`src/rtl/tdpt_pkg.sv`:
```
// Package for the trial-division prime test unit.
// Holds shared constants and the controller/datapath interface structs.
// No dependencies.
`timescale 1ns / 1ps

package tdpt_pkg;

   // Default width of the candidate value
   localparam int VALUE_WIDTH_DEFAULT = 32;

   // First odd divisor tried and the step between divisors
   localparam int FIRST_DIVISOR = 3;
   localparam int DIVISOR_STEP  = 2;

   // Commands from controller to datapath
   typedef struct packed {
      logic load;       // capture candidate, reset divisor and its square
      logic step;       // advance divisor to the next odd value
      logic div_start;  // start a remainder computation
   } tdpt_cmd_type;

   // Status from datapath to controller
   typedef struct packed {
      logic sq_le_n;    // divisor squared <= candidate
      logic div_done;   // remainder computation finished (one-cycle pulse)
      logic rem_zero;   // remainder is zero, valid with div_done
   } tdpt_sts_type;

endpackage

```
`src/rtl/tdpt_rem.sv`:
```
// Iterative remainder unit: one restoring-division bit per cycle.
// Depends on nothing but its ports.
`timescale 1ns / 1ps

module tdpt_rem #(
   parameter int VALUE_WIDTH = 32
) (
   input  logic                   clock,
   input  logic                   reset,
   input  logic                   start,
   input  logic [VALUE_WIDTH-1:0] dividend,
   input  logic [VALUE_WIDTH-1:0] divisor,
   output logic                   done,
   output logic                   rem_zero
);

   localparam int CntWidth = $clog2(VALUE_WIDTH);

   logic                   busy_ff, busy_in;
   logic                   done_ff, done_in;
   logic [CntWidth-1:0]    cnt_ff, cnt_in;
   logic [VALUE_WIDTH-1:0] rem_ff, rem_in;
   logic [VALUE_WIDTH-1:0] shift_ff, shift_in;
   logic [VALUE_WIDTH:0]   trial;

   // Shift next dividend bit into the partial remainder, subtract if it fits
   assign trial = {rem_ff, shift_ff[VALUE_WIDTH-1]};

   always_comb begin
      busy_in  = busy_ff;
      done_in  = 1'b0;
      cnt_in   = cnt_ff;
      rem_in   = rem_ff;
      shift_in = shift_ff;
      if (start) begin
         busy_in  = 1'b1;
         cnt_in   = '0;
         rem_in   = '0;
         shift_in = dividend;
      end else if (busy_ff) begin
         if (trial >= {1'b0, divisor}) begin
            rem_in = VALUE_WIDTH'(trial - {1'b0, divisor});
         end else begin
            rem_in = trial[VALUE_WIDTH-1:0];
         end
         shift_in = {shift_ff[VALUE_WIDTH-2:0], 1'b0};
         cnt_in   = CntWidth'(cnt_ff + 1'b1);
         if (cnt_ff == CntWidth'(VALUE_WIDTH - 1)) begin
            busy_in = 1'b0;
            done_in = 1'b1;
         end
      end
   end

   // Control registers
   always_ff @(posedge clock) begin
      if (reset) begin
         busy_ff <= 1'b0;
         done_ff <= 1'b0;
         cnt_ff  <= '0;
      end else begin
         busy_ff <= busy_in;
         done_ff <= done_in;
         cnt_ff  <= cnt_in;
      end
   end

   // Payload registers
   always_ff @(posedge clock) begin
      rem_ff   <= rem_in;
      shift_ff <= shift_in;
   end

   assign done     = done_ff;
   assign rem_zero = (rem_ff == '0);

endmodule

```
`src/rtl/tdpt_datapath.sv`:
```
// Datapath of the prime test: candidate, divisor, running square, remainder unit.
// Depends on tdpt_pkg and tdpt_rem.
`timescale 1ns / 1ps

module tdpt_datapath #(
   parameter int VALUE_WIDTH = tdpt_pkg::VALUE_WIDTH_DEFAULT
) (
   input  logic                   clock,
   input  logic                   reset,
   input  tdpt_pkg::tdpt_cmd_type cmd,
   input  logic [VALUE_WIDTH-1:0] candidate,
   output tdpt_pkg::tdpt_sts_type sts
);

   logic [VALUE_WIDTH-1:0] n_ff, n_in;
   logic [VALUE_WIDTH-1:0] d_ff, d_in;
   logic [VALUE_WIDTH:0]   sq_ff, sq_in;
   logic                   div_done;
   logic                   rem_zero;

   // Divisor and its square; (d+s)^2 = d^2 + 2*s*d + s^2, with 2*s = 4
   always_comb begin
      n_in  = n_ff;
      d_in  = d_ff;
      sq_in = sq_ff;
      if (cmd.load) begin
         n_in  = candidate;
         d_in  = VALUE_WIDTH'(tdpt_pkg::FIRST_DIVISOR);
         sq_in = (VALUE_WIDTH+1)'(tdpt_pkg::FIRST_DIVISOR * tdpt_pkg::FIRST_DIVISOR);
      end else if (cmd.step) begin
         d_in  = VALUE_WIDTH'(d_ff + VALUE_WIDTH'(tdpt_pkg::DIVISOR_STEP));
         sq_in = (VALUE_WIDTH+1)'(sq_ff + ({1'b0, d_ff} << 2)
                 + (VALUE_WIDTH+1)'(tdpt_pkg::DIVISOR_STEP * tdpt_pkg::DIVISOR_STEP));
      end
   end

   always_ff @(posedge clock) begin
      n_ff  <= n_in;
      d_ff  <= d_in;
      sq_ff <= sq_in;
   end

   // Remainder of candidate by current divisor
   tdpt_rem #(
      .VALUE_WIDTH (VALUE_WIDTH)
   ) u_rem (
      .clock    (clock),
      .reset    (reset),
      .start    (cmd.div_start),
      .dividend (n_ff),
      .divisor  (d_ff),
      .done     (div_done),
      .rem_zero (rem_zero)
   );

   // Status back to controller
   always_comb begin
      sts.sq_le_n  = (sq_ff <= {1'b0, n_ff});
      sts.div_done = div_done;
      sts.rem_zero = rem_zero;
   end

endmodule

```
`src/rtl/tdpt_ctrl.sv`:
```
// Controller of the prime test: sequences bound checks and remainder runs.
// Depends on tdpt_pkg.
`timescale 1ns / 1ps

module tdpt_ctrl (
   input  logic                   clock,
   input  logic                   reset,
   input  logic                   start,
   output logic                   busy,
   input  tdpt_pkg::tdpt_sts_type sts,
   output tdpt_pkg::tdpt_cmd_type cmd,
   output logic                   rsp_valid,
   output logic                   rsp_is_prime
);

   typedef enum logic [1:0] {
      ST_IDLE,
      ST_CHECK,
      ST_DIVIDE
   } state_type;

   state_type state_ff;
   logic      rsp_valid_ff;
   logic      rsp_is_prime_ff;

   assign busy = (state_ff != ST_IDLE);

   // Commands decoded from state and status
   always_comb begin
      cmd = '0;
      case (state_ff)
         ST_IDLE:   cmd.load      = start;
         ST_CHECK:  cmd.div_start = sts.sq_le_n;
         ST_DIVIDE: cmd.step      = sts.div_done && !sts.rem_zero;
         default:   cmd = '0;
      endcase
   end

   // State and registered result strobe
   always_ff @(posedge clock) begin
      if (reset) begin
         state_ff        <= ST_IDLE;
         rsp_valid_ff    <= 1'b0;
         rsp_is_prime_ff <= 1'b0;
      end else begin
         rsp_valid_ff <= 1'b0;
         case (state_ff)
            ST_IDLE: begin
               if (start) state_ff <= ST_CHECK;
            end
            ST_CHECK: begin
               if (sts.sq_le_n) begin
                  state_ff <= ST_DIVIDE;
               end else begin
                  // no divisor up to the root divides it
                  state_ff        <= ST_IDLE;
                  rsp_valid_ff    <= 1'b1;
                  rsp_is_prime_ff <= 1'b1;
               end
            end
            ST_DIVIDE: begin
               if (sts.div_done) begin
                  if (sts.rem_zero) begin
                     state_ff        <= ST_IDLE;
                     rsp_valid_ff    <= 1'b1;
                     rsp_is_prime_ff <= 1'b0;
                  end else begin
                     state_ff <= ST_CHECK;
                  end
               end
            end
            default: state_ff <= ST_IDLE;
         endcase
      end
   end

   assign rsp_valid    = rsp_valid_ff;
   assign rsp_is_prime = rsp_is_prime_ff;

   // A transfer in makes the unit busy on the next cycle
   a_accept_busy: assert property (@(posedge clock) disable iff (reset)
      (start && !busy) |=> busy)
      else $error("accepted item did not make unit busy");

   // Results appear only when an item has just finished
   a_rsp_after_busy: assert property (@(posedge clock) disable iff (reset)
      rsp_valid |-> ($past(busy) && !busy))
      else $error("result strobe without a finished item");

   // Remainder completion only arrives while waiting for it
   a_done_in_divide: assert property (@(posedge clock) disable iff (reset)
      sts.div_done |-> (state_ff == ST_DIVIDE))
      else $error("remainder done outside divide state");

endmodule

```
`src/rtl/trial_division_prime_test_unit.sv`:
```
// Top level of the trial-division prime test unit.
// Depends on tdpt_pkg, tdpt_ctrl, tdpt_datapath (and tdpt_rem below it).
//
// One candidate per transfer: start is taken when busy is low, and one
// rsp_valid strobe later carries rsp_is_prime for exactly one cycle; the
// receiver cannot stall it. Odd divisors 3, 5, 7, ... are tried while their
// square does not exceed the candidate; 2 is never tried, and values below 9
// report 1. Each tried divisor costs one bound check in ST_CHECK and one run
// of the one-bit-per-cycle remainder unit over all VALUE_WIDTH dividend
// bits; up to about 32768 divisors are tried for 32-bit primes. A new start
// is taken in the cycle the previous result strobe is shown.
`timescale 1ns / 1ps

module trial_division_prime_test_unit #(
   parameter int VALUE_WIDTH = tdpt_pkg::VALUE_WIDTH_DEFAULT
) (
   input  logic                   clock,
   input  logic                   reset,
   input  logic                   start,
   output logic                   busy,
   input  logic [VALUE_WIDTH-1:0] req_candidate,
   output logic                   rsp_valid,
   output logic                   rsp_is_prime
);

   tdpt_pkg::tdpt_cmd_type cmd;
   tdpt_pkg::tdpt_sts_type sts;

   // Sequencing
   tdpt_ctrl u_ctrl (
      .clock        (clock),
      .reset        (reset),
      .start        (start),
      .busy         (busy),
      .sts          (sts),
      .cmd          (cmd),
      .rsp_valid    (rsp_valid),
      .rsp_is_prime (rsp_is_prime)
   );

   // Arithmetic
   tdpt_datapath #(
      .VALUE_WIDTH (VALUE_WIDTH)
   ) u_datapath (
      .clock     (clock),
      .reset     (reset),
      .cmd       (cmd),
      .candidate (req_candidate),
      .sts       (sts)
   );

endmodule
```
`config.mk`:
```
export PLATFORM = sky130hd
export DESIGN_NAME = trial_division_prime_test_unit
export DESIGN_NICKNAME = d
export VERILOG_FILES = /design/src/rtl/tdpt_pkg.sv /design/src/rtl/tdpt_rem.sv /design/src/rtl/tdpt_datapath.sv /design/src/rtl/tdpt_ctrl.sv /design/src/rtl/trial_division_prime_test_unit.sv
export SDC_FILE = /design/constraint.sdc
export NUM_CORES = 1
export LEC_CHECK = 0
export ABC_AREA = 0
export BUFFER_PORTS_ARGS = -buffer_cell sky130_fd_sc_hd__buf_2
export CORE_MARGIN = 2
export CORE_UTILIZATION = 50
export CTS_CLUSTER_SIZE = 14
export DETAILED_ROUTE_END_ITERATION = 10
export PLACE_DENSITY_LB_ADDON = 0.08
export SYNTH_ARGS = -nofsm -noshare
export SYNTH_HDL_FRONTEND = slang
export SYNTH_SLANG_ARGS = --single-unit
```
`constraint.sdc`:
```
create_clock -name clock -period 6.9 [get_ports clock]
set_clock_uncertainty 0.05 [all_clocks]
set_input_delay 1.035 -clock clock [delete_from_list [all_inputs] [get_ports clock]]
set_output_delay 1.035 -clock clock [all_outputs]
set_load 0.01 [all_outputs]
```
# Word level (Yosys, flattened, before mapping)
# Index checks and enable logic that the tools add are counted.
totals:
  ff_bits: 172
  out_inout_bits: 3
op_classes:
  addsub: 5
  magnitude_cmp: 2
  eq_ne: 7
  muxes: 23
  bitwise: 1
  reduce_logical: 11
op_table:
  columns: ["operator", "count"]
  rows:
  - ["$mux W32", 3]
  - ["$add A33 B3 Y33 const B", 1]
  - ["$add A33 B33 Y33", 1]
  - ["$ge A33 B32 Y1", 1]
  - ["$le A33 B32 Y1", 1]
  - ["$add A32 B2 Y32 const B", 1]
  - ["$logic_not A32 Y1", 1]
  - ["$sub A32 B32 Y32", 1]
  - ["$mux W1", 14]
  - ["$mux W2", 3]
  - ["$pmux W2 S3", 1]
  - ["$reduce_bool A2 Y1", 3]
  - ["$add A5 B1 Y5 const B", 1]
  - ["$eq A5 B5 Y1 const B", 1]
  - ["$ne A2 B1 Y1 const B", 2]
  - ["$ne A2 B2 Y1 const B", 2]
  - ["$pmux W1 S2", 2]
  - ["$reduce_and A4 Y1", 1]
  - ["$reduce_or A3 Y1", 1]
  - ["$eq A2 B1 Y1 const B", 1]
  - ["$eq A2 B2 Y1 const B", 1]
  - ["$logic_not A2 Y1", 1]
  - ["$reduce_and A2 Y1", 1]
  - ["$reduce_or A2 Y1", 1]
  - ["3 further kinds", 3]

# Longest topological paths before layout
depth:
  word_depth: 4
  depth_mapped: 15

# Modules after synthesis
# From an unflattened synthesis, not the netlist that was laid out.
hier_totals:
  cells_unflattened: 1280
  hier_area_um2: 11405.9
by_module_without_submodules:
  columns: ["module", "n_inst", "cells_each", "area_per_inst_um2", "seq_area_each_um2"]
  rows:
  - ["tdpt_datapath", 1, 668, 6083.3, 2182.1]
  - ["tdpt_rem", 1, 577, 5011.1, 1741.7]
  - ["tdpt_ctrl", 1, 35, 311.5, 80.1]

# Worst setup path after synthesis
# Ideal clock, no wire load.
synth_timing:
  path_type: "register to register"
  startpoint: "reg u_datapath.n_ff[22]"
  endpoint: "reg u_datapath.u_rem.shift_ff[0], enable pin"
  setup_ns: 0.394
  arrival_time_ns: 2.893
  t_required_ns: 6.456
  setup_slack_ns: 3.563
  stages_incl_launch_ff: 11
  period_less_slack_ns: 3.337
  path_cell_list: "edfxtp_1 -> inv_1 -> ha_1 -> a21o_1 -> a21o_1 -> a221o_1 -> a211o_1 -> o22ai_1 -> nand2_1 -> clkbuf_1 -> nand2b_1"
synth_via:
  elab_chain_len: 3
synth_lines:
  columns: ["item", "line", "source"]
  rows:
  - ["start, declared", "tdpt_datapath.sv:15", "logic [VALUE_WIDTH-1:0] n_ff, n_in;"]
  - ["start signal, assigned", "tdpt_datapath.sv:38", "n_ff <= n_in;"]
  - ["$le A33 B32 Y1", "tdpt_datapath.sv:58", "sts.sq_le_n = (sq_ff <= {1'b0, n_ff});"]
  - ["$mux W1", "tdpt_ctrl.sv:31", "case (state_ff)"]
  - ["$reduce_bool A2 Y1 (no line)", null, null]
  - ["end signal, assigned", "tdpt_rem.sv:71", "shift_ff <= shift_in;"]
  - ["end, declared", "tdpt_rem.sv:23", "logic [VALUE_WIDTH-1:0] shift_ff, shift_in;"]
# Every way passes these cells.
# A chain may end at the register's enable or synchronous reset.

# Final worst setup path
layout_timing:
  startpoint: "reg u_datapath.sq_ff[10]"
  endpoint: "reg u_datapath.sq_ff[31]"
layout_via:
  elab_chain_len: 2
layout_lines:
  columns: ["item", "line", "source"]
  rows:
  - ["start, declared", "tdpt_datapath.sv:17", "logic [VALUE_WIDTH:0] sq_ff, sq_in;"]
  - ["start signal, assigned", "tdpt_datapath.sv:40", "sq_ff <= sq_in;"]
  - ["$add A33 B33 Y33", "tdpt_datapath.sv:32", "sq_in = (VALUE_WIDTH+1)'(sq_ff + ({1'b0, d_ff} << 2)"]
  - ["$add A33 B3 Y33", "tdpt_datapath.sv:33", "+ (VALUE_WIDTH+1)'(tdpt_pkg::DIVISOR_STEP * tdpt_pkg::DIVISOR_STEP));"]
# Every way passes these cells.

==> impl_metrics.yaml <==
floorplanning:
  die_x_um: 152.0
  fp.coreArea_sq_um: 21690
  die-area_sq_um: 23110
  io_pins: 38
  num_rows: 54
  die_y_um: 152.0
  start_util_pct: 50.50
clock_tree:
  clockRootBuffer: "clkbuf_16"
  hold_buffers: 0
  cts_resized: 0
  clk_pin_slew_ps: 80
  cts_tree: "yes"
  insertion_delay_ps: 440
  post-cts-setup-buffers: 0
  cts_buffers: 17
  htreeDepth: 4
  clockBufferDepth: 2
  cts.sinks: 168
global_routing:
  gr-total-overflow: 0
  grt_max_degree: 90
  grt_pass1_wl_um: 42710
  track_usage_pct: 22.58
  grt_pass1_vias: 8490
  antenna_found_initial: 0
setup_path:
  cp_max_fo: 6
  end_kind: "register"
  cp.arrival_ps: 4150
  crit_required_ps: 7180
  worst_setup_path_start_kind: "register"
  path_class: "register to register"
job:
  maxCapViolations: 0
yosys:
  async_flop_share_pct: 0
  synthFlopType: "dfxtp_1"
  ys_ff_latch: 168
  synth_top_area_cell: "dfxtp_1"
  synth.avg_cell_area_sq_um: 8.721
  syn_inst: 1256
  ys_seq_area_share_pct: 36.55
  synth_edf_count: 64
  yosys.cell_types.count: 63
  synth_nets: 1418
  yosys-top-cells-area: "dfxtp_1 (19%), edfxtp_1 (18%), ha_1 (14%)"
  ys_warn_count: 0
  netlist_area_sq_um: 10950
  yosysTopAreaCellShare_pct: 19.01
layout:
  fillers: 2017
  drive_gt1_share_pct: 7.321
  antenna_cells: 0
  finalNonFillerCells: 1564
  multiInputGateArea_sq_um: 6426
  syn_to_final_growth_pct: 9.048
  seq_area_sq_um: 4005
  nets: 1433
place:
  hpwl_um: 18610
  dpl.cell_count: 1532
  gp_congestion: 0.8685
  numPortBuffers: 37
route:
  wl_per_cell_um: 16.38
  first_pass_iters: 5
  routed_via_density: 5.646
  drtIter0Drc: 454
  drc: 0
  vias: 8830
  ant_nets: 0
  routed_wl_um: 25620
pwr:
  p_int_w: 0.002637
  pwr_density_cell_nw_per_um2: 378.6
  ir_worst_vdd_mv: 0.1781
  p_leak_nw: 5.254
  switchingPower_w: 0.001885
  pwr-share-clk_pct: 21.2
  pwr-share-comb_pct: 45.7
  seqPwrFrac_pct: 33.1
  swShare_pct: 41.68
timing:
  relSlewSlack_pct: 39.75
  timing.final.crit_share_pct: 56.05
  post-route-min-period_ps: 3868
  worst_pin_slew_ps: 903.8
  rsz0062_at_grt: "no"
  fin_tns_setup_ps: 0
  max_freq_mhz: 258.6
  drv_slew: 0
  setup_violations: 0
  hold_violations: 0
status:
  status: "completed"
worst_hold_path:
  hold_class: "register to register"
critical path: stages, from the launching register on:
cell and delay (ps):
dfxtp_1 420, ha_1 260, ha_1 370, a21o_1 220, a211oi_1 290, nand3_1 190
a311oi_1 500, a21oi_1 190, o41ai_1 610, nor4_1 180, mux2i_1 150, a311o_1 320
placed cells by master, fill, tap and decap left out, drive strengths merged, types with 4 or more instances in the layout:
master  count
o211ai      9
xnor2      60
a211oi     12
clkinv      9
nor3       14
or3         7
o31ai       7
nor2       78
ha        125
edfxtp     64
nand3      30
dfxtp     104
nor4       14
o21a        5
nor2b       6
and4        5
clkbuf     18
nand2b     18
a21o       29
xor2       21
nand4      17
a31oi      11
o22ai       4
o21bai      8
o21ai     102
nand2     159
mux2i      27
and2        7
a21oi     116
and3       10
or2         6
buf        43
inv        97
synthesized netlist by cell type, drive strengths merged (3+ instances only):
| master | n |
|---|---|
| a211oi | 12 |
| nor4 | 14 |
| xor2 | 21 |
| o21bai | 8 |
| mux2i | 27 |
| a211o | 3 |
| o31ai | 7 |
| edfxtp | 64 |
| inv | 92 |
| o21ai | 102 |
| o21a | 5 |
| o22ai | 4 |
| and3 | 10 |
| ha | 125 |
| a32oi | 3 |
| nand2 | 159 |
| dfxtp | 104 |
| nand3 | 30 |
| nor2b | 6 |
| or3 | 7 |
| a21oi | 116 |
| clkbuf | 43 |
| a41oi | 3 |
| nor2 | 78 |
| o211ai | 9 |
| and4 | 5 |
| a21o | 29 |
| nand4 | 17 |
| or2 | 6 |
| a31oi | 11 |
| and2 | 7 |
| xnor2 | 60 |
| buf | 4 |
| nor3 | 14 |
| a221oi | 3 |
| nand2b | 18 |
power groups by stage:
stage	logic, W	registers [W]	clock network, W
after floorplan	0.00166	0.00147	0
after global placement	0.00204	0.00152	0
after detailed placement	0.00206	0.00152	0
after CTS	0.00207	0.00150	0.000978
after global routing	0.00233	0.00153	0.00102
final	0.00207	0.00150	0.000958
per-stage QoR:
step	utilization, %	hold slack [ps]	instance area, sq um	setup WS [ps]	power [W]
after detailed placement	52.37	430.1	11360	3135	0.003574
after CTS	55.07	445.1	11940	3111	0.004546
after global placement	52.37	421.3	11360	3235	0.003557
after floorplan	-	403.5	10950	3563	0.003123
after global routing	55.07	477.2	11940	2813	0.004875
final	55.07	439.8	11940	3032	0.004522
per-layer routing:
metal | vias up | wire (um) | global-route usage, %
li1 | 4526 | - | -
met1 | 4128 | 12710 | 31.38
met2 | 147 | 11710 | 36.87
met3 | 29 | 852 | 3.337
met4 | 0 | 359 | 6.275
met5 | - | 0 | 0
cell type report:
cell class / instances / area share [%]
Timing Repair Buffer: 43 / 1.928
Tap cell: 280 / 2.933
Sequential cell: 168 / 33.53
Multi-Input combinational cell: 949 / 53.80
Inverter: 92 / 2.891
Clock inverter: 14 / 1.320
Clock buffer: 18 / 3.593
cell families after synthesis:
logic type,after synthesis,share of synthesized area (%)
adder cells (fa/ha/maj),127,14.64
multiplexers,27,2.467
flip-flops,168,36.55
AND/OR/NAND/NOR,376,15.75
AO/OA/AOI/OAI,338,19.21
XOR/XNOR,81,6.477
buffers and inverters,139,4.889
state kept, by name (all words and copies together), names as in the netlist, 2 cells and up:
signal / count
u_datapath.n_ff: 32
u_datapath.u_rem.rem_ff: 32
u_ctrl.state_ff: 2
u_datapath.sq_ff: 30
u_datapath.u_rem.shift_ff: 32
u_datapath.u_rem.cnt_ff: 5
u_datapath.d_ff: 31
final timing paths:
path | from | end | slack (ps) | cells past startpoint
min reg2reg | u_datapath.sq_ff[12] | u_datapath.sq_ff[12] | 440 | 2
max reg2reg | u_datapath.sq_ff[10] | u_datapath.sq_ff[31] | 3030 | 11
max | u_datapath.sq_ff[10] | u_datapath.sq_ff[31] | 3030 | 11
min | u_datapath.sq_ff[12] | u_datapath.sq_ff[12] | 440 | 2
Note: power is estimated with default switching activity, not from simulation.
